File: config.mk
export PLATFORM = sky130hd
export DESIGN_NAME = rmf_lane
export DESIGN_NICKNAME = d
export VERILOG_FILES = /design/src/rmf_pkg.sv /design/src/rmf_lane.sv
export SDC_FILE = /design/constraint.sdc
export NUM_CORES = 1
export LEC_CHECK = 0
export CORE_MARGIN = 1.5
export CORE_UTILIZATION = 55
export CTS_CLUSTER_DIAMETER = 100
export DETAILED_ROUTE_END_ITERATION = 8
export DONT_BUFFER_PORTS = 1
export PLACE_DENSITY = 0.84
export SLEW_MARGIN = 15
export SYNTH_ARGS = -nofsm -noshare
export SYNTH_HDL_FRONTEND = slang
export SYNTH_SLANG_ARGS = --single-unit
export TNS_END_PERCENT = 5
File: constraint.sdc
create_clock -name aclk -period 5.55 [get_ports aclk]
set_clock_uncertainty 0.1 [all_clocks]
set_input_delay 0.2775 -clock aclk [delete_from_list [all_inputs] [get_ports aclk]]
set_output_delay 0.2775 -clock aclk [all_outputs]
set_load 0.01 [all_outputs]
File: src/rmf_pkg.sv
// shared constants and types of the rgb 3x3 median filter
// no dependencies; used by every module of the block but rmf_ram
package rmf_pkg;

    localparam int CHAN_W          = 8;
    localparam int PIX_W           = 3 * CHAN_W;
    localparam int MAX_LINE_DEF    = 2048;

    localparam int LINE_LENGTH_W   = 12;
    localparam int LINE_COUNT_W    = 16;
    localparam int LINE_LENGTH_RST = 480;
    localparam int LINE_COUNT_RST  = 640;

    localparam int CFG_IDX_W       = 2;
    localparam int CFG_DATA_W      = 16;

    localparam logic [CFG_IDX_W-1:0] CFG_LINE_LENGTH = 2'd0;
    localparam logic [CFG_IDX_W-1:0] CFG_LINE_COUNT  = 2'd1;

    // one channel of a 3x3 window, index column * 3 + row
    typedef logic [8:0][CHAN_W-1:0] chan_win_t;

    typedef struct packed {
        logic              last;
        logic [CHAN_W-1:0] blue;
        logic [CHAN_W-1:0] green;
        logic [CHAN_W-1:0] red;
    } result_t;

endpackage

File: src/rmf_lane.sv
// one channel lane: median of nine values in three registered stages
// depends on rmf_pkg
module rmf_lane (
    input  logic                      aclk,
    input  logic                      en,
    input  rmf_pkg::chan_win_t        win,
    output logic [rmf_pkg::CHAN_W-1:0] median
);

    localparam int W = rmf_pkg::CHAN_W;

    function automatic logic [W-1:0] min2(input logic [W-1:0] a, input logic [W-1:0] b);
        return (a < b) ? a : b;
    endfunction

    function automatic logic [W-1:0] max2(input logic [W-1:0] a, input logic [W-1:0] b);
        return (a > b) ? a : b;
    endfunction

    function automatic logic [W-1:0] med3(input logic [W-1:0] a, input logic [W-1:0] b,
                                          input logic [W-1:0] c);
        return max2(min2(a, b), min2(max2(a, b), c));
    endfunction

    logic [2:0][W-1:0] mn_reg, md_reg, mx_reg;
    logic [W-1:0]      lo_reg, mi_reg, hi_reg;
    logic [W-1:0]      med_reg;

    // column sort, then max of mins, median of medians, min of maxes, then their median
    always_ff @(posedge aclk) begin
        if (en) begin
            for (int c = 0; c < 3; c++) begin
                mn_reg[c] <= min2(min2(win[c*3], win[c*3+1]), win[c*3+2]);
                md_reg[c] <= med3(win[c*3], win[c*3+1], win[c*3+2]);
                mx_reg[c] <= max2(max2(win[c*3], win[c*3+1]), win[c*3+2]);
            end
            lo_reg  <= max2(max2(mn_reg[0], mn_reg[1]), mn_reg[2]);
            mi_reg  <= med3(md_reg[0], md_reg[1], md_reg[2]);
            hi_reg  <= min2(min2(mx_reg[0], mx_reg[1]), mx_reg[2]);
            med_reg <= med3(lo_reg, mi_reg, hi_reg);
        end
    end

    assign median = med_reg;

endmodule

Word-level counts from Yosys, hierarchy flattened
Cells that the tools add are included.
{"block": "op_classes", "order_cmp": 30, "muxes": 30}
{"cell": "$mux W8", "n": 30}
{"cell": "$gt A8 B8 Y1", "n": 15}
{"cell": "$lt A8 B8 Y1", "n": 15}
{"block": "word_totals", "regBits": 104, "inputBits": 74, "elab_cells": 73}

Longest topological paths before layout
Gate-level depths: netlist (run 1).
{"block": "depth", "depth_word": 6, "mapped_depth": 27, "depth_no_buf": 24}

Worst setup path before layout (run 1)
Ideal clock, no wire load.
{"block": "synth_path", "path_type": "flip-flop to flip-flop", "startpoint": "reg md_reg[1] in the netlist's numbering", "endpoint": "reg mi_reg[1], data pin", "setup_time_ns": 0.265, "arrival_time_ns": 4.801, "required_ns": 5.185, "slack_ns": 0.384, "path_stages_with_launch": 23, "n_path_buf": 1, "synth_period_minus_slack_ns": 5.166, "path_cell_list": "edfxtp_1 -> ha_1 -> nor2b_1 -> o211ai_1 -> a211oi_1 -> nor2_1 -> mux2_2 -> ha_1 -> a211oi_1 -> nor2_1 -> nor3_1 -> or4b_1 -> nand3_2 -> mux2i_1 -> inv_1 -> ha_1 -> nor2b_1 -> o21ai_0 -> a21oi_1 -> o21bai_1 -> a22oi_1 -> clkbuf_1 -> o21ai_0"}
{"block": "synth_between", "elab_chain_cells": 6, "word_cells_on_any_way": 8, "cone_classes": "4 x order compare; 4 x mux"}
{"element": "from (decl)", "line_no": "rmf_lane.sv:25", "text": "logic [2:0][W-1:0] mn_reg, md_reg, mx_reg;"}
{"element": "from (signal, indexed assignment)", "line_no": "rmf_lane.sv:34", "text": "md_reg[c] <= med3(win[c*3], win[c*3+1], win[c*3+2]);"}
{"element": "$gt A8 B8 Y1", "line_no": "rmf_lane.sv:17", "text": "return (a > b) ? a : b;"}
{"element": "$mux W8", "line_no": "rmf_lane.sv:17"}
{"element": "$lt A8 B8 Y1", "line_no": "rmf_lane.sv:13", "text": "return (a < b) ? a : b;"}
{"element": "$mux W8", "line_no": "rmf_lane.sv:13"}
{"element": "$gt A8 B8 Y1", "line_no": "rmf_lane.sv:17"}
{"element": "$mux W8 *", "line_no": "rmf_lane.sv:17"}
{"element": "to (signal assigned)", "line_no": "rmf_lane.sv:38", "text": "mi_reg <= med3(md_reg[0], md_reg[1], md_reg[2]);"}
{"element": "to (decl)", "line_no": "rmf_lane.sv:26", "text": "logic [W-1:0] lo_reg, mi_reg, hi_reg;"}
Every way passes the cells marked *; elsewhere a longest branch is shown, timed or not.
A chain may end at the register's enable or synchronous reset.

Worst setup path after layout (run 1)
{"block": "layout_path", "startpoint": "reg md_reg[14] in the netlist's numbering", "endpoint": "reg mi_reg[4], data pin"}
The elaborated chain is that of the path after synthesis.

==> flow_summary.json, run 1 <==
{
  "status": "complete, no violations",
  "dpl.hpwl_um": 17700,
  "drv_cap": 0,
  "root_buffer": "clkbuf_16",
  "drive_above_1_share_pct": 19.9,
  "rrSetupSlack_ns": 0.12,
  "die_y_um": 138,
  "slew_violations": 0,
  "diodes": 0,
  "combPwrFrac_pct": 63.5,
  "setup_viol": 0,
  "power.share.switching_pct": 42.2,
  "ys_ff_latch": 104,
  "multi_input_area_mm2": 0.00636,
  "tns_ns": 0,
  "cts_tree": "built",
  "placed_area_mm2": 0.0103,
  "dp_cells": 1192,
  "grt_pass1_wl_um": 35900,
  "timing_worst_setup_path_type": "reg -> reg",
  "drt_iter0_markers": 531,
  "seqPwrFrac_pct": 25.6,
  "antenna_found_initial": 0,
  "finalPower_mw": 5.48,
  "r2r_start": "md_reg[14]",
  "yosysTopAreaCell": "edfxtp_1",
  "cp_max_fo": 8,
  "ant_nets": 0,
  "gr-total-overflow": 0,
  "hp-class": "in -> reg",
  "reg2reg_depth": 24,
  "avgRoutedWirePerCell_um": 18.5,
  "gp_congestion": 0.922,
  "fin_util_pct": 60.0,
  "post-place-ws_ns": 0.00510,
  "worstPathRequired_ns": 5.55,
  "htreeDepth": 3,
  "syn2layout_area_growth_pct": 7.42,
  "grt_pass1_vias": 7254,
  "initial_utilization_pct": 55.9,
  "grt_setup_unrepaired": "yes",
  "finalCritPeriodShare_pct": 97.8,
  "min_from": "win[43]",
  "fillers": 1388,
  "path_clk_slew_ns": 0.07,
  "fin_cells": 1221,
  "whs_path_depth": 1,
  "rows": 49,
  "syn_area_mm2": 0.00996,
  "nets": 1231,
  "netSwitchingPower_mw": 2.31,
  "worst_slew_pin_slew_ns": 0.914,
  "synth_fp_nets": 1210,
  "worst_hold_slack_ns": 0.0311,
  "drc": 0,
  "register_area_mm2": 0.00312,
  "synthDistinctLibCells": 52,
  "timing.fmax_ghz": 0.184,
  "cts_buffer_depth": 2,
  "p_per_area_mw_per_mm2": 512,
  "track_usage_pct": 24.4,
  "cp-end-kind": "flop",
  "wirelength_um": 22600,
  "clk_latency_ns": 0.36,
  "clkPwrFrac_pct": 10.9,
  "synth_seq_area_share_pct": 31.3,
  "first_pass_iters": 6,
  "cts_buffers": 9,
  "setup_ws_ns": 0.123,
  "holdPathEnd": "mn_reg[11]",
  "via_count": 7495,
  "io_pins": 82,
  "final_cell_area_mm2": 0.0107,
  "synth_cells": 967,
  "slew_headroom_pct": 39.1,
  "die_area_mm2": 0.0189,
  "internal-power_mw": 3.17,
  "min_period_ns": 5.43,
  "cts_sinks": 104,
  "ir_worst_vdd_mv": 0.684,
  "port_buffers": 0,
  "cp.arrival_ns": 5.42,
  "die_w_um": 138,
  "ys_top_cells_by_area": "edfxtp_1 (31%), ha_1 (21%), mux2_2 (14%)",
  "ys_warn_count": 0,
  "hold_viol_final": 0,
  "yosys.area.top_type_share_pct": 31.3,
  "worstSetupStartpoint": "md_reg[14]",
  "worstReg2RegEnd": "mi_reg[4]",
  "cellLeakagePower_nw": 4.93,
  "vias_per_cell": 6.14,
  "cp-start-kind": "flop",
  "syn_avg_cell_area_um2": 10.3,
  "core_mm2": 0.0178,
  "grt_max_degree": 105
}
-- how the worst max path moves through the flow --
stage / endpoint / slack (ns) / cells past startpoint
floorplan: mi_reg[1] / 0.38 / 22
global placement: median[6] / 0.07 / 20
detailed placement: median[5] / 0.005 / 20
CTS: mi_reg[3] / 0.04 / 22
global route: mi_reg[5] / -0.29 / 24
finish: mi_reg[4] / 0.12 / 24
-- critical path, cell delays in order, from the launching register on --
cell,delay [ns]
edfxtp_1,0.43
inv_1,0.08
ha_1,0.30
nand4_1,0.18
nor2_2,0.21
nor2b_1,0.11
nor2_2,0.19
buf_4,0.17
mux2_2,0.36
ha_1,0.31
a211oi_1,0.34
nor2_1,0.10
nor3_2,0.17
or4b_1,0.47
nand3_2,0.16
mux2i_2,0.26
ha_1,0.29
nor2b_1,0.14
o21ai_0,0.15
a21oi_1,0.09
o21bai_1,0.14
a22oi_1,0.11
buf_4,0.18
nand2_1,0.06
o21ai_0,0.07
-- layout by cell type, fill, tap and decap left out, types with 22 or more instances in the layout --
cell	synthesis	routed
nand3_1	26	26
mux2i_1	49	43
inv_1	118	118
ha_1	169	169
a21o_1	33	33
o21ai_0	77	75
nor2_1	26	24
nand2_1	54	54
a21oi_1	44	44
nand4_1	22	22
edfxtp_1	104	104
mux2_2	126	126
buf_4	1	25
-- power by group through the flow --
| stage | sequential, mW | combinational, mW | clock, mW |
|---|---|---|---|
| 2_1_floorplan | 1.35 | 2.42 | 0 |
| 3_3_place_gp | 1.40 | 3.02 | 0 |
| 3_5_place_dp | 1.42 | 3.13 | 0 |
| 4_1_cts | 1.40 | 3.20 | 0.603 |
| 5_1_grt | 1.43 | 3.86 | 0.631 |
| 6_report | 1.40 | 3.48 | 0.598 |
-- layout make-up --
type	count	share of cell area, %
multi-input cells	728	59.4
flip-flops and latches	104	29.2
inverters	118	4.14
well taps	229	2.68
repair buffers	27	2.12
clock buffers	9	2.10
clock inverters	6	0.397
-- what timing repair did --
action,4_1_cts,5_1_grt
resized for setup,1,15
endpoints found under the setup margin,2,16
buffers inserted,0,13
hold endpoints to repair,104,0
hold buffers,1,0
pin swaps,0,5
-- synthesized netlist by cell type (all sizes together) --
| cell type | number |
|---|---|
| a21boi | 2 |
| or3 | 3 |
| a211oi | 7 |
| and3 | 3 |
| o211ai | 6 |
| o31ai | 1 |
| and4 | 1 |
| edfxtp | 104 |
| nor2b | 17 |
| or4b | 1 |
| nand4 | 22 |
| o21a | 10 |
| o2111ai | 1 |
| nor2 | 26 |
| and2 | 2 |
| o22ai | 1 |
| mux2i | 50 |
| a221oi | 1 |
| o21bai | 5 |
| a221o | 2 |
| nor3 | 6 |
| a21o | 34 |
| o31a | 1 |
| buf | 9 |
| a31oi | 1 |
| nand2 | 54 |
| a21oi | 48 |
| mux2 | 136 |
| a22oi | 2 |
| o221ai | 1 |
| a211o | 1 |
| inv | 118 |
| nand2b | 7 |
| nor4b | 1 |
| o21ai | 77 |
| ha | 169 |
| clkbuf | 8 |
| o22a | 2 |
| nand3 | 27 |
-- cell families (layout without fill, tap and decap cells) --
kind of cell / after synthesis / in the layout / share of synthesized area (%)
and+or+nand+nor: 170 / 170 / 8.39
muxes: 186 / 186 / 20.8
adders and majority gates: 169 / 169 / 21.2
DFF: 104 / 104 / 31.3
buffers and inverters: 135 / 160 / 5.35
AOI/OAI and AO/OA: 203 / 203 / 12.9
-- metal layers --
metal	routed length (um)	part of all wire, %	vias up	GRT usage [%]
met2	10900	48	277	41.3
met1	9600	42	3536	30.8
met3	1250	5.5	57	4.12
met4	822	3.6	0	10.1
met5	0	0	-	0
li1	-	-	3625	-
No activity file was read; power rests on OpenSTA's default activity.
==> run 2, diff against run 1 <==
--- a/config.mk
+++ b/config.mk
@@ -5,12 +5,14 @@
 export SDC_FILE = /design/constraint.sdc
 export NUM_CORES = 1
 export LEC_CHECK = 0
+export CELL_PAD_IN_SITES_DETAIL_PLACEMENT = 0
+export CELL_PAD_IN_SITES_GLOBAL_PLACEMENT = 1
 export CORE_MARGIN = 1.5
-export CORE_UTILIZATION = 55
+export CORE_UTILIZATION = 47
 export CTS_CLUSTER_DIAMETER = 100
 export DETAILED_ROUTE_END_ITERATION = 8
 export DONT_BUFFER_PORTS = 1
-export PLACE_DENSITY = 0.84
+export PLACE_DENSITY = 0.89
 export SLEW_MARGIN = 15
 export SYNTH_ARGS = -nofsm -noshare
 export SYNTH_HDL_FRONTEND = slang
==> run 2 against run 1 <==
Effect of this change: sequential power about the same; global-route usage down 3.8 points; register-to-register slack improved by 0.16 ns; clock-buffer cell count did not move; critical path depth is 2 lower; first-iteration DRC count decreased by 5.5%; largest power group unchanged.
==> flow_summary.json, run 2 (synthesized netlist as in run 1, its figures left out) <==
{
  "core_mm2": 0.0209,
  "timing_worst_setup_path_type": "reg -> reg",
  "tns_ns": 0,
  "die_area_mm2": 0.0221,
  "cellLeakagePower_nw": 4.95,
  "grt_max_degree": 105,
  "ir_worst_vdd_mv": 0.349,
  "hp-class": "in -> reg",
  "drt_iter0_markers": 502,
  "grt_pass1_vias": 7145,
  "worstPathRequired_ns": 5.54,
  "fin_cells": 1268,
  "worst_slew_pin_slew_ns": 0.819,
  "initial_utilization_pct": 47.7,
  "antenna_found_initial": 0,
  "fin_util_pct": 51.5,
  "io_pins": 82,
  "first_pass_iters": 5,
  "cts_buffers": 9,
  "via_count": 7149,
  "nets": 1231,
  "grt_pass1_wl_um": 36000,
  "setup_ws_ns": 0.285,
  "layout_commonest_cell": "ha_1",
  "cp-end-kind": "flop",
  "rrSetupSlack_ns": 0.29,
  "cts_tree": "built",
  "slew_violations": 0,
  "dpl.hpwl_um": 17700,
  "finalPower_mw": 5.34,
  "port_buffers": 0,
  "hold_viol_final": 0,
  "cts_buffer_depth": 2,
  "rows": 53,
  "path_clk_slew_ns": 0.07,
  "status": "complete, no violations",
  "wirelength_um": 21700,
  "worst_hold_slack_ns": 0.0372,
  "min_period_ns": 5.26,
  "grt_setup_unrepaired": "yes",
  "slew_headroom_pct": 45.4,
  "clk_latency_ns": 0.35,
  "setup_viol": 0,
  "gr-total-overflow": 0,
  "die_y_um": 149,
  "drive_above_1_share_pct": 19.4,
  "post-place-ws_ns": -0.302,
  "cts_sinks": 104,
  "die_w_um": 149,
  "cp_max_fo": 8,
  "final_cell_area_mm2": 0.0108,
  "gp_congestion": 0.903,
  "drc": 0,
  "p_per_area_mw_per_mm2": 496,
  "track_usage_pct": 20.6,
  "vias_per_cell": 5.64,
  "cp-start-kind": "flop",
  "finalCritPeriodShare_pct": 94.9,
  "timing.fmax_ghz": 0.190,
  "avgRoutedWirePerCell_um": 17.1,
  "drv_cap": 0,
  "cp.arrival_ns": 5.25,
  "syn2layout_area_growth_pct": 7.96,
  "diodes": 0,
  "dp_cells": 1248,
  "ant_nets": 0,
  "layout_common_cells": "ha_1 (169), mux2_2 (126), inv_1 (118), edfxtp_1 (104), o21ai_0 (76)",
  "root_buffer": "clkbuf_16",
  "placed_area_mm2": 0.0104,
  "htreeDepth": 3
}
==> run 2: worst max-delay path: stages (launching register included) <==
cell      delay, ns
edfxtp_1       0.41
ha_1           0.33
nand4_1        0.14
buf_4          0.16
a211oi_1       0.43
nor2_4         0.13
mux2_2         0.31
ha_1           0.31
a21oi_1        0.18
a21oi_1        0.08
nor3_1         0.23
or4b_1         0.47
nand3_2        0.16
mux2i_1        0.31
ha_1           0.29
nor2b_1        0.13
o21ai_0        0.17
a21oi_1        0.10
o21bai_1       0.16
a22oi_2        0.09
buf_4          0.16
nand2_1        0.05
o21ai_0        0.08
==> run 2: cell type report <==
| type | instances | area [um^2] |
|---|---|---|
| flip-flops and latches | 104 | 3120 |
| clock inverters | 7 | 60.1 |
| multi-input cells | 728 | 6340 |
| clock buffers | 9 | 225 |
| well taps | 275 | 344 |
| repair buffers | 27 | 223 |
| inverters | 118 | 443 |
| fillers | 1879 | 10100 |
==> run 2: routing by layer <==
| metal | global-route usage, % | vias up | wire length (um) |
|---|---|---|---|
| met5 | 0 | - | 0 |
| met4 | 5.35 | 0 | 390 |
| met3 | 3.10 | 23 | 797 |
| met2 | 34.9 | 142 | 10300 |
| met1 | 27.4 | 3360 | 10200 |
| li1 | - | 3624 | - |
==> run 2: path summary, 6_finish.rpt <==
check | startpoint | cells past startpoint | endpoint
setup / recovery | md_reg[7] | 22 | mi_reg[3]
hold / removal | win[45] | 1 | mn_reg[13]
setup reg to reg | md_reg[7] | 22 | mi_reg[3]
hold reg to reg | mn_reg[22] | 1 | lo_reg[6]
==> run 2: timing repair <==
action                                  4_1_cts  5_1_grt
hold endpoints to repair                    104        0
gates resized for setup                       3        6
pin swaps                                     0        1
endpoints found under the setup margin       16       16
hold buffers                                  1        0
buffers inserted                              0        3
==> run 2: power breakdown <==
group | switching [mW] | leakage [nW] | internal [mW]
registers | 0.152 | 1.02 | 1.24
logic | 1.79 | 3.80 | 1.53
clock network | 0.311 | 0.131 | 0.313
total | 2.26 | 4.95 | 3.08
