`config.mk`:
```
export PLATFORM = sky130hd
export DESIGN_NAME = rmf_merge
export DESIGN_NICKNAME = d
export VERILOG_FILES = /design/src/rmf_pkg.sv /design/src/rmf_merge.sv
export SDC_FILE = /design/constraint.sdc
export NUM_CORES = 1
export LEC_CHECK = 0
export BUFFER_PORTS_ARGS = -buffer_cell sky130_fd_sc_hd__buf_2
export CAP_MARGIN = 25
export CORE_MARGIN = 8
export CORE_UTILIZATION = 30
export DETAILED_ROUTE_END_ITERATION = 10
export PLACE_DENSITY = 0.65
export SLEW_MARGIN = 20
export SYNTH_ARGS = -nofsm -noshare
export SYNTH_HDL_FRONTEND = slang
export SYNTH_SLANG_ARGS = --single-unit
```
`constraint.sdc`:
```
create_clock -name aclk -period 2.99 [get_ports aclk]
set_input_delay 0.598 -clock aclk [delete_from_list [all_inputs] [get_ports aclk]]
set_output_delay 0.598 -clock aclk [all_outputs]
set_load 0.01 [all_outputs]
```
`src/rmf_pkg.sv`:
```
// shared constants and types of the rgb 3x3 median filter
// no dependencies; used by every module of the block but rmf_ram
package rmf_pkg;

    localparam int CHAN_W          = 8;
    localparam int PIX_W           = 3 * CHAN_W;
    localparam int MAX_LINE_DEF    = 2048;

    localparam int LINE_LENGTH_W   = 12;
    localparam int LINE_COUNT_W    = 16;
    localparam int LINE_LENGTH_RST = 480;
    localparam int LINE_COUNT_RST  = 640;

    localparam int CFG_IDX_W       = 2;
    localparam int CFG_DATA_W      = 16;

    localparam logic [CFG_IDX_W-1:0] CFG_LINE_LENGTH = 2'd0;
    localparam logic [CFG_IDX_W-1:0] CFG_LINE_COUNT  = 2'd1;

    // one channel of a 3x3 window, index column * 3 + row
    typedef logic [8:0][CHAN_W-1:0] chan_win_t;

    typedef struct packed {
        logic              last;
        logic [CHAN_W-1:0] blue;
        logic [CHAN_W-1:0] green;
        logic [CHAN_W-1:0] red;
    } result_t;

endpackage

```
`src/rmf_merge.sv`:
```
// merging stage: packs the three lane medians into the output stream
// with a skid register; depends on rmf_pkg
module rmf_merge (
    input  logic                        aclk,
    input  logic                        aresetn,
    input  logic                        in_valid,
    output logic                        in_ready,
    input  rmf_pkg::result_t            in_res,
    output logic                        m_tvalid,
    input  logic                        m_tready,
    output logic [rmf_pkg::PIX_W-1:0]   m_tdata,
    output logic                        m_tlast
);

    rmf_pkg::result_t out_reg, skid_reg;
    logic             out_valid_reg, skid_valid_reg;

    always_ff @(posedge aclk) begin
        if (!aresetn) begin
            out_valid_reg  <= 1'b0;
            skid_valid_reg <= 1'b0;
        end else if (!out_valid_reg || m_tready) begin
            if (skid_valid_reg) begin
                out_valid_reg  <= 1'b1;
                skid_valid_reg <= 1'b0;
            end else begin
                out_valid_reg <= in_valid;
            end
        end else if (in_valid && !skid_valid_reg) begin
            skid_valid_reg <= 1'b1;
        end
    end

    always_ff @(posedge aclk) begin
        if (!out_valid_reg || m_tready) begin
            out_reg <= skid_valid_reg ? skid_reg : in_res;
        end else if (!skid_valid_reg) begin
            skid_reg <= in_res;
        end
    end

    assign in_ready = !skid_valid_reg;
    assign m_tvalid = out_valid_reg;
    assign m_tdata  = {out_reg.blue, out_reg.green, out_reg.red};
    assign m_tlast  = out_reg.last;

endmodule

```
# Word-level counts from Yosys, hierarchy flattened
# Cells that the tools add are included.
# totals
reg_bits	52
latchBits	0
ram_bits	0
mem_bits_ro	0
in_bits	29
out_inout_bits	27
word_cells	18
n_memories	0
# classes
add_sub_neg	0
mul	0
div_mod_pow	0
order_cmp	0
eq_ne	0
shift	0
mux	2
bitwise	1
n_reduce_logical	5
# op_table
cell	count
25-bit two-way mux	1
1-bit logical NOT	2
2-bit OR reduction	1
1-bit logical AND	1
1-bit logical OR	1
1-bit two-way mux	1
1-bit NOT	1

# Longest topological paths before layout
# Gate-level depths: netlist (run 1).
# depth
depth_word	3
mapped_depth	4
depth_no_buf	3

# Worst setup path after synthesis (run 1)
# No wires, ideal clock.
# synth_path
path_type	input-to-reg
startpoint	input m_tready
endpoint	register out_reg, in the netlist m_tdata[0] (enable)
setup_time_ps	460
t_arrival_ps	2617
t_required_ps	2530
path_slack_ps	-87
path_stages	2
n_path_buf	0
cell_sequence	nor2b_1 inv_1
# synth_via
elab_chain_cells	1
# synth_lines
item	line_no	text
from (decl)	rmf_merge.sv:10	input logic m_tready,
1-bit logical OR	rmf_merge.sv:35	if (!out_valid_reg || m_tready) begin
to (signal assigned)	rmf_merge.sv:36	out_reg <= skid_valid_reg ? skid_reg : in_res;
to (decl)	rmf_merge.sv:15	rmf_pkg::result_t out_reg, skid_reg;
# Every way passes these cells.
# A chain may end at the register's enable or synchronous reset.

# Final worst setup path (run 1)
# layout_path
startpoint	register skid_valid_reg
endpoint	output in_ready
# layout_via
elab_chain_cells	1
# layout_lines
item	line_no	text
from (decl)	rmf_merge.sv:16	logic out_valid_reg, skid_valid_reg;
from (signal assigned)	rmf_merge.sv:21	skid_valid_reg <= 1'b0;
from (signal assigned)	rmf_merge.sv:25	skid_valid_reg <= 1'b0;
from (signal assigned)	rmf_merge.sv:30	skid_valid_reg <= 1'b1;
1-bit logical NOT	rmf_merge.sv:42	assign in_ready = !skid_valid_reg;
to (decl)	rmf_merge.sv:7	output logic in_ready,
# Every way passes these cells.

==> flow_results.org, run 1 <==
** Outcome
- Outcome :: finished clean

** Route
- In the detailed route, the total length drawn on met3 is ~320 um.
- In the detailed route, the total length drawn on met2 is ~1.7 mm.
- In the routed design, unresolved DRC markers number 0.
- In this run, the number of DRC markers left after iteration 0 of detailed routing was between 60 and 70.
- After detailed routing, the wire length on met1 is about 1.6 mm.
- The routed layout has around 940 vias.
- Before antenna repair, the detailed router went through 2 iterations.
- Routed length per instance :: roughly 16 um
- Wires add up to about 3.6 mm.
- After detailed routing, no signal wire sits above met4.
- After detailed routing, the number of vias per cell comes to about 4.2.
- Number of nets still failing antenna checks after routing :: 0

** Hold path
- The worst hold path begins at aresetn.
- In this run the worst hold path is classified as in -> reg.

** Finish
- Diode insertion count for antenna repair :: 0
- At the end of the flow, the number of nets in the layout was ~180.
- Leaving out filler cells and counting taps, the final layout contains roughly 230.
- Fraction of final layout cells sized beyond drive strength 1 :: 0.622
- The register with the most flip-flops in the layout has 25 of them.
- Syn-to-layout area delta :: 21.9%

** Placed design
- Placed cell count :: approximately 220
- Placed wire-length estimate after detailed placement :: 2.58 mm
- The count of buffers added on input and output ports is 55.
- At the end of routability-driven placement, the weighted congestion stood at about 0.69.

** Floorplanning
- Number of placed I/O pins :: 56
- Die boundary height :: 97.0 um
- Floorplan die area :: roughly 9400 um^2
- Row count :: 29
- Starting density of the core :: 0.310
- Standard cell core area :: 6350 um^2
- Chip Width :: slightly below 100 um

** Critical path
- Number of buffer and inverter stages on the critical path :: 2
- In this run the critical register-to-register path is launched from skid_valid_reg.
- Data arrives at the worst endpoint at approximately 1.4 ns.
- Data on the critical path is required at its endpoint by 2.39 ns.
- Maximum fanout along the worst path :: 28
- STA classifies the critical path startpoint as a flip-flop.
- In this run the worst setup path begins at skid_valid_reg.
- The worst setup path is captured at a primary output.
- Cell chain of the critical path :: inv_1, buf_2
- In this design, the largest share of critical-path delay is due to flip-flops.
- Delay of the slowest critical-path stage :: just under 0.9 ns
- The setup path with the least slack is of type reg -> out.
- For this design, the slowest cell found on the critical path is sky130_fd_sc_hd__dfxtp_2.

** Synth
- Average instance area after synthesis :: roughly 23 um^2
- The cell area that synthesis handed to floorplanning was around 2000 um^2.
- Count of cell types in the netlist :: 11
- Synthesis inferred 52 register bits.
- For this run, the number of Yosys warnings is 0.
- Synthesized net count :: around 120
- The share of the Yosys chip area taken by registers is 0.783.
- In the synthesized netlist, the number of instances is between 80 and 90.

** STA
- Fmax :: between 400 and 500 MHz
- The number of endpoints with negative hold slack in the final report was 0.
- At the pin with the least slew margin, the transition time is 0.818 ns.
- In this run the tightest slew margin relative to its limit is 0.455.
- Time the worst path needs with I/O delays and setup :: 2.03 ns
- Unrepaired setup endpoints after global routing :: no
- Fin. max-slew vios :: 0
- Final clock skew :: about 0.0094 ns
- Setup violations remaining at the end of the flow were counted as 0.
- Period utilization :: 0.679
- Total Negative Setup Slacks :: 0 ns

** Global routing
- The first global-routing pass estimated about 5.6 mm of wire.
- Overall Global Routing Usage :: 0.0755
- Maximum number of pins on one net before global-route repair :: 29
- The initial antenna violation count is 0.
- The via count of the first global-routing pass came to 1095.
- Summed over all layers, the global routing overflow is 0.

** Clocking
- Clock-pin slew was measured on the worst setup and hold paths at 0.10 ns.
- For this design, the sink count on the clock tree is 52.
- After clock tree synthesis, the repair step resized 0 gates.
- Once the clock tree was built, the setup fixing pass inserted 0 buffers.
- The number of clock buffers added by TritonCTS is 5.
- The clock tree synthesis step divided the H-tree into 2 levels.
- The clock reaches the later pin of the worst-skew pair after 0.30 ns.
- CTS Hold Buffers Added :: 0
- Maximum clock insertion buffer count :: 2
- CTS tree :: done
- The root buffer cell chosen for the clock tree is sky130_fd_sc_hd__clkbuf_8.

** Pwr
- IR analysis of the VDD net gives a maximum drop of roughly 290 uV.
- The analysis attributes to cell leakage a power of 0.935 nW.
- Power per standard cell area :: between 500 and 600 nW/um^2

** Run
- Maximum capacitance violations :: 0
[routing by layer]
metal | track usage | up-vias
met5 | 0 | -
met3 | 0.0434 | 2
li1 | - | 454
met4 | 0.0213 | 0
met2 | 0.111 | 40
met1 | 0.0908 | 447
[Yosys cell counts]
library cell                n  area share
sky130_fd_sc_hd__mux2_4    17        0.13
sky130_fd_sc_hd__mux2_2     8       0.046
sky130_fd_sc_hd__nor2_1     1      0.0019
sky130_fd_sc_hd__buf_12     2       0.020
sky130_fd_sc_hd__buf_6      1      0.0057
sky130_fd_sc_hd__inv_1      2      0.0038
sky130_fd_sc_hd__dfxtp_1    2       0.020
sky130_fd_sc_hd__o21ai_0    1      0.0025
sky130_fd_sc_hd__edfxtp_1  50        0.76
sky130_fd_sc_hd__nor2b_1    1      0.0032
sky130_fd_sc_hd__o31a_1     1      0.0044
[area by class of cell]
class	instances	area (um^2)
Clock buffer	5	68.8
Clock inverter	3	22.5
Fill cell	587	3950
Tap cell	77	96.3
Inverter	2	7.51
Sequential cell	52	1540
Timing Repair Buffer	57	290
Multi-Input combinational cell	29	372
[path summary, 6_finish.rpt]
check,endpoint,slack (ns),depth (start not counted)
worst max-delay path,in_ready,0.96,2
worst min register to register,m_tdata[5],0.57,1
worst max register to register,skid_reg[2],1.43,1
worst min-delay path,m_tvalid,0.51,2
[power breakdown]
part / switching, W / internal, W / total (W)
combinational: 0.0000559 / 0.0000589 / 0.000115
sequential: 0.0000138 / 0.000846 / 0.000860
clock: 0.000232 / 0.000168 / 0.000400
total: 0.000302 / 0.00107 / 0.00137
[layout by cell type (no fill, tap or decap)]
cell,instances
sky130_fd_sc_hd__buf_2,55
sky130_fd_sc_hd__edfxtp_1,50
sky130_fd_sc_hd__mux2_4,17
sky130_fd_sc_hd__mux2_2,8
sky130_fd_sc_hd__clkbuf_8,5
sky130_fd_sc_hd__inv_1,2
sky130_fd_sc_hd__buf_4,2
sky130_fd_sc_hd__nor2b_2,1
sky130_fd_sc_hd__o31a_1,1
sky130_fd_sc_hd__o21ai_0,1
sky130_fd_sc_hd__nor2_1,1
sky130_fd_sc_hd__inv_6,1
sky130_fd_sc_hd__clkinv_2,1
sky130_fd_sc_hd__clkinv_4,1
sky130_fd_sc_hd__dfxtp_1,1
sky130_fd_sc_hd__dfxtp_2,1
[logic make-up (layout without fill, tap and decap cells)]
group,after synthesis,count (layout),synth area share
buf+inv,5,67,0.0299
mux,25,25,0.175
simple gates,2,2,0.00508
compound gates,2,2,0.00699
flops,52,52,0.783
[through the flow]
step / setup WS, ns / instance area, um^2 / hold WS, ns / total power (W) / util
2_1_floorplan: 0.638 / 1970 / 0.535 / 0.000936 / -
3_3_place_gp: 1.28 / 2310 / 0.546 / 0.000995 / 0.364
3_5_place_dp: 1.20 / 2310 / 0.551 / 0.000995 / 0.364
4_1_cts: 0.921 / 2400 / 0.503 / 0.00139 / 0.378
5_1_grt: 0.822 / 2400 / 0.496 / 0.00144 / 0.378
6_report: 0.960 / 2400 / 0.512 / 0.00137 / 0.378
Power figures use the tool's default switching activity.
==> run 2, diff against run 1 <==
--- a/config.mk
+++ b/config.mk
@@ -10,7 +10,7 @@
 export CORE_MARGIN = 8
 export CORE_UTILIZATION = 30
 export DETAILED_ROUTE_END_ITERATION = 10
-export PLACE_DENSITY = 0.65
+export PLACE_DENSITY = 0.63
 export SLEW_MARGIN = 20
 export SYNTH_ARGS = -nofsm -noshare
 export SYNTH_HDL_FRONTEND = slang
==> constraint.sdc (replaced) <==
create_clock -name aclk -period 1.9 [get_ports aclk]
set_input_delay 0.38 -clock aclk [delete_from_list [all_inputs] [get_ports aclk]]
set_output_delay 0.38 -clock aclk [all_outputs]
set_load 0.01 [all_outputs]
==> flow_results.org, run 2 (synthesis results as in run 1) <==
** Route
- DRC violations left :: 0 (unchanged)
- DRC marker count from the first detailed-route iteration :: 36 (was 68)
- DR vias :: 982 (was 943)
- The routed wirelength normalized by instance count was 16.1 um (about the same).
- The detailed-routing iteration count for the pre-antenna-repair pass is 4 (was 2).
- The remaining antenna violation count is 0 (unchanged).
- The post-detailed-routing wire length is 3.70 mm (was 3.63 mm).
- The number of vias per cell after detailed routing is 4.29 (was 4.19).

** STA
- The remaining max-slew budget at the tightest pin came to 0.741 (was 0.455).
- Period utilization :: 0.875
- Time the worst path needs with I/O delays and setup :: around 1.7 ns
- The number of endpoints with negative hold slack in the final report is 0 (unchanged).
- The number of setup violations in the final report is 0 (unchanged).
- Based on the critical path, the design can be clocked at up to about 600 MHz.
- Worst Max-Slew Pin Slew :: 0.388 ns (was 0.818 ns)
- Fin. max-slew vios :: 0 (unchanged)
- Unrepaired setup endpoints after global routing: no (unchanged).
- Final clock skew :: 0.00498 ns (was 0.00938 ns)
- The setup TNS came to 0 ns (unchanged).

** Floorplanning
- Number of placed I/O pins :: 56 (unchanged)
- Row count :: 29 (unchanged)
- Die boundary height :: 97.0 um (unchanged)
- The starting density of the core was 0.310 (unchanged).
- The overall die width came to 97.0 um (unchanged).
- Floorplan die area :: 9410 um^2 (unchanged)
- Standard cell core area :: 6350 um^2 (unchanged)

** Global routing
- The maximum number of pins on one net before global-route repair is 18 (was 29).
- Antenna violations before repair :: 0 (unchanged)
- Global-route wire length before repair :: 6.18 mm (was 5.63 mm)
- The overall track demand over capacity in global routing came to 0.0814 (was 0.0755).
- The via count of the first global-routing pass was 1206 (was 1095).
- Gr ovfl total :: 0 (unchanged)

** Clocking
- The number of gates given a new drive strength after cts came to 0 (unchanged).
- The count of hold buffers inserted by post-cts repair came to 0 (unchanged).
- The H-tree depth reported by CTS is 2 (unchanged).
- Register clock-pin slew on the reported worst setup and hold paths :: 0.09 ns (was 0.10 ns)
- The number of clock buffers inserted by TritonCTS is 5 (unchanged).
- CTS tree :: done (unchanged)
- The clock root buffer is sky130_fd_sc_hd__clkbuf_8 (unchanged).
- Clock Latency Late Sink :: 0.30 ns (about the same)
- The maximum clock path buffer count was 2 (unchanged).
- The setup fix buffers added after clock tree synthesis came to 0 (unchanged).
- Sink count of the clock tree :: 52 (unchanged)

** Placed design
- The placed wire-length estimate came to 2.71 mm (was 2.58 mm).
- The weighted congestion reported at the end of routability-driven placement was 0.667 (was 0.689).
- The number of buffer cells added on primary ports came to 55 (unchanged).

** Finish
- The leading cell type in the layout, fill and taps excluded was sky130_fd_sc_hd__buf_2 (unchanged).
- Area taken by flip-flops and latches :: 1540 um^2 (unchanged)
- The fraction of final layout cells sized beyond drive strength 1 came to 0.632 (was 0.622).
- Multi-input logic area :: 377 um^2 (was 372 um^2)
- The post-layout net count is 180 (was 176).
- Syn-to-layout area delta :: 25.5% (was 21.9%)
- Number of fill cells :: 601 (was 587)
- The number of flip-flops in the largest register is 25 (unchanged).
- The number of antenna repair diodes is 0 (unchanged).
- Most frequent cells in the layout :: sky130_fd_sc_hd__buf_2, sky130_fd_sc_hd__edfxtp_1, sky130_fd_sc_hd__mux2_4 (unchanged)

** Run
- The count of maximum capacitance violations was 0 (unchanged).

** Outcome
- Outcome :: finished clean (unchanged)

** Pwr
- Power per standard cell area :: 928 nW/um^2 (was 573 nW/um^2)
- The maximum vdd ir drop is 427 uV (was 288 uV).
- The total power is 0.00229 W (was 0.00137 W).
- The leakage power of the design came to 0.967 nW (was 0.935 nW).

** Critical path
- The critical path data required time came to 1.52 ns (was 2.39 ns).
- The end of the worst register-to-register path is m_tdata[18] (was skid_reg[2]).
- Number of cells on the worst reg-to-reg path :: 2 (was 1)
- The startpoint-to-endpoint class of the critical path is reg -> out (unchanged).
- Register-to-register setup slack :: 0.54 ns (was 1.43 ns)
- The maximum fanout count along the critical path was 14 (was 28).
- The kind of end point of the critical path is a primary output (unchanged).
- The capturing element of the worst setup path was in_ready (unchanged).
- The type of origin of the critical path is a flip-flop (unchanged).
- The startpoint of the worst setup timing path is skid_valid_reg (unchanged).
- Data arrival time of the critical path :: 1.28 ns (was 1.43 ns)
- The origin of the critical flop-to-flop path was skid_valid_reg (unchanged).

** Hold path
- Hold/Removal Path Class :: in -> reg (unchanged)
[run 2: changes by cell type in the layout (fill, tap and decap cells not counted), sizes merged]
cell,change
clkinv,-2
bufinv,+1
buf,+4
clkinvlp,+1
[run 2: routing by layer]
layer	routed length [um]	track usage
met2	1750	0.132
met5	0	0
met3	232	0.0306
met4	8	0.0249
met1	1700	0.0974
[run 2: final cells by class]
cell class,count,area share
well taps,77,0.0390
repair buffers,61,0.135
flip-flops and latches,52,0.624
clock buffers,5,0.0278
multi-input cells,29,0.152
inverters,2,0.00304
clock inverters,3,0.0187
[run 2: how the worst min path moves through the flow]
| stage | slack (ns) | cells past startpoint | from | end |
|---|---|---|---|---|
| 3_3_place_gp | 0.55 | 1 | skid_reg[15] | m_tdata[15] |
| 5_1_grt | 0.31 | 2 | aresetn | m_tvalid |
| 2_1_floorplan | 0.51 | 1 | aresetn | m_tvalid |
| 6_report | 0.31 | 2 | aresetn | m_tvalid |
| 3_5_place_dp | 0.55 | 1 | skid_reg[12] | m_tdata[12] |
| 4_1_cts | 0.30 | 2 | aresetn | m_tvalid |
[run 2: per-stage QoR]
| stage | hold WS, ns | area [um^2] | utilization | worst slack [ns] | std cells |
|---|---|---|---|---|---|
| global route | 0.311 | 2470 | 0.389 | 0.139 | 229 |
| detailed placement | 0.549 | 2360 | 0.371 | 0.518 | 221 |
| finish | 0.308 | 2470 | 0.389 | 0.238 | 229 |
| floorplan | 0.508 | 1980 | - | 0.160 | 86 |
| CTS | 0.301 | 2470 | 0.389 | 0.196 | 229 |
| global placement | 0.549 | 2360 | 0.371 | 0.561 | 221 |
[run 2: critical path, cell delays in order (launching register included)]
cell,delay (ns)
sky130_fd_sc_hd__dfxtp_2,0.58
sky130_fd_sc_hd__buf_4,0.23
sky130_fd_sc_hd__inv_1,0.05
sky130_fd_sc_hd__buf_2,0.13
[run 2: where the power goes]
part	switching [W]	internal, W	total (W)
registers	0.0000203	0.00133	0.00135
logic	0.0000916	0.0000981	0.000190
clock network	0.000355	0.000397	0.000752
total	0.000467	0.00183	0.00229
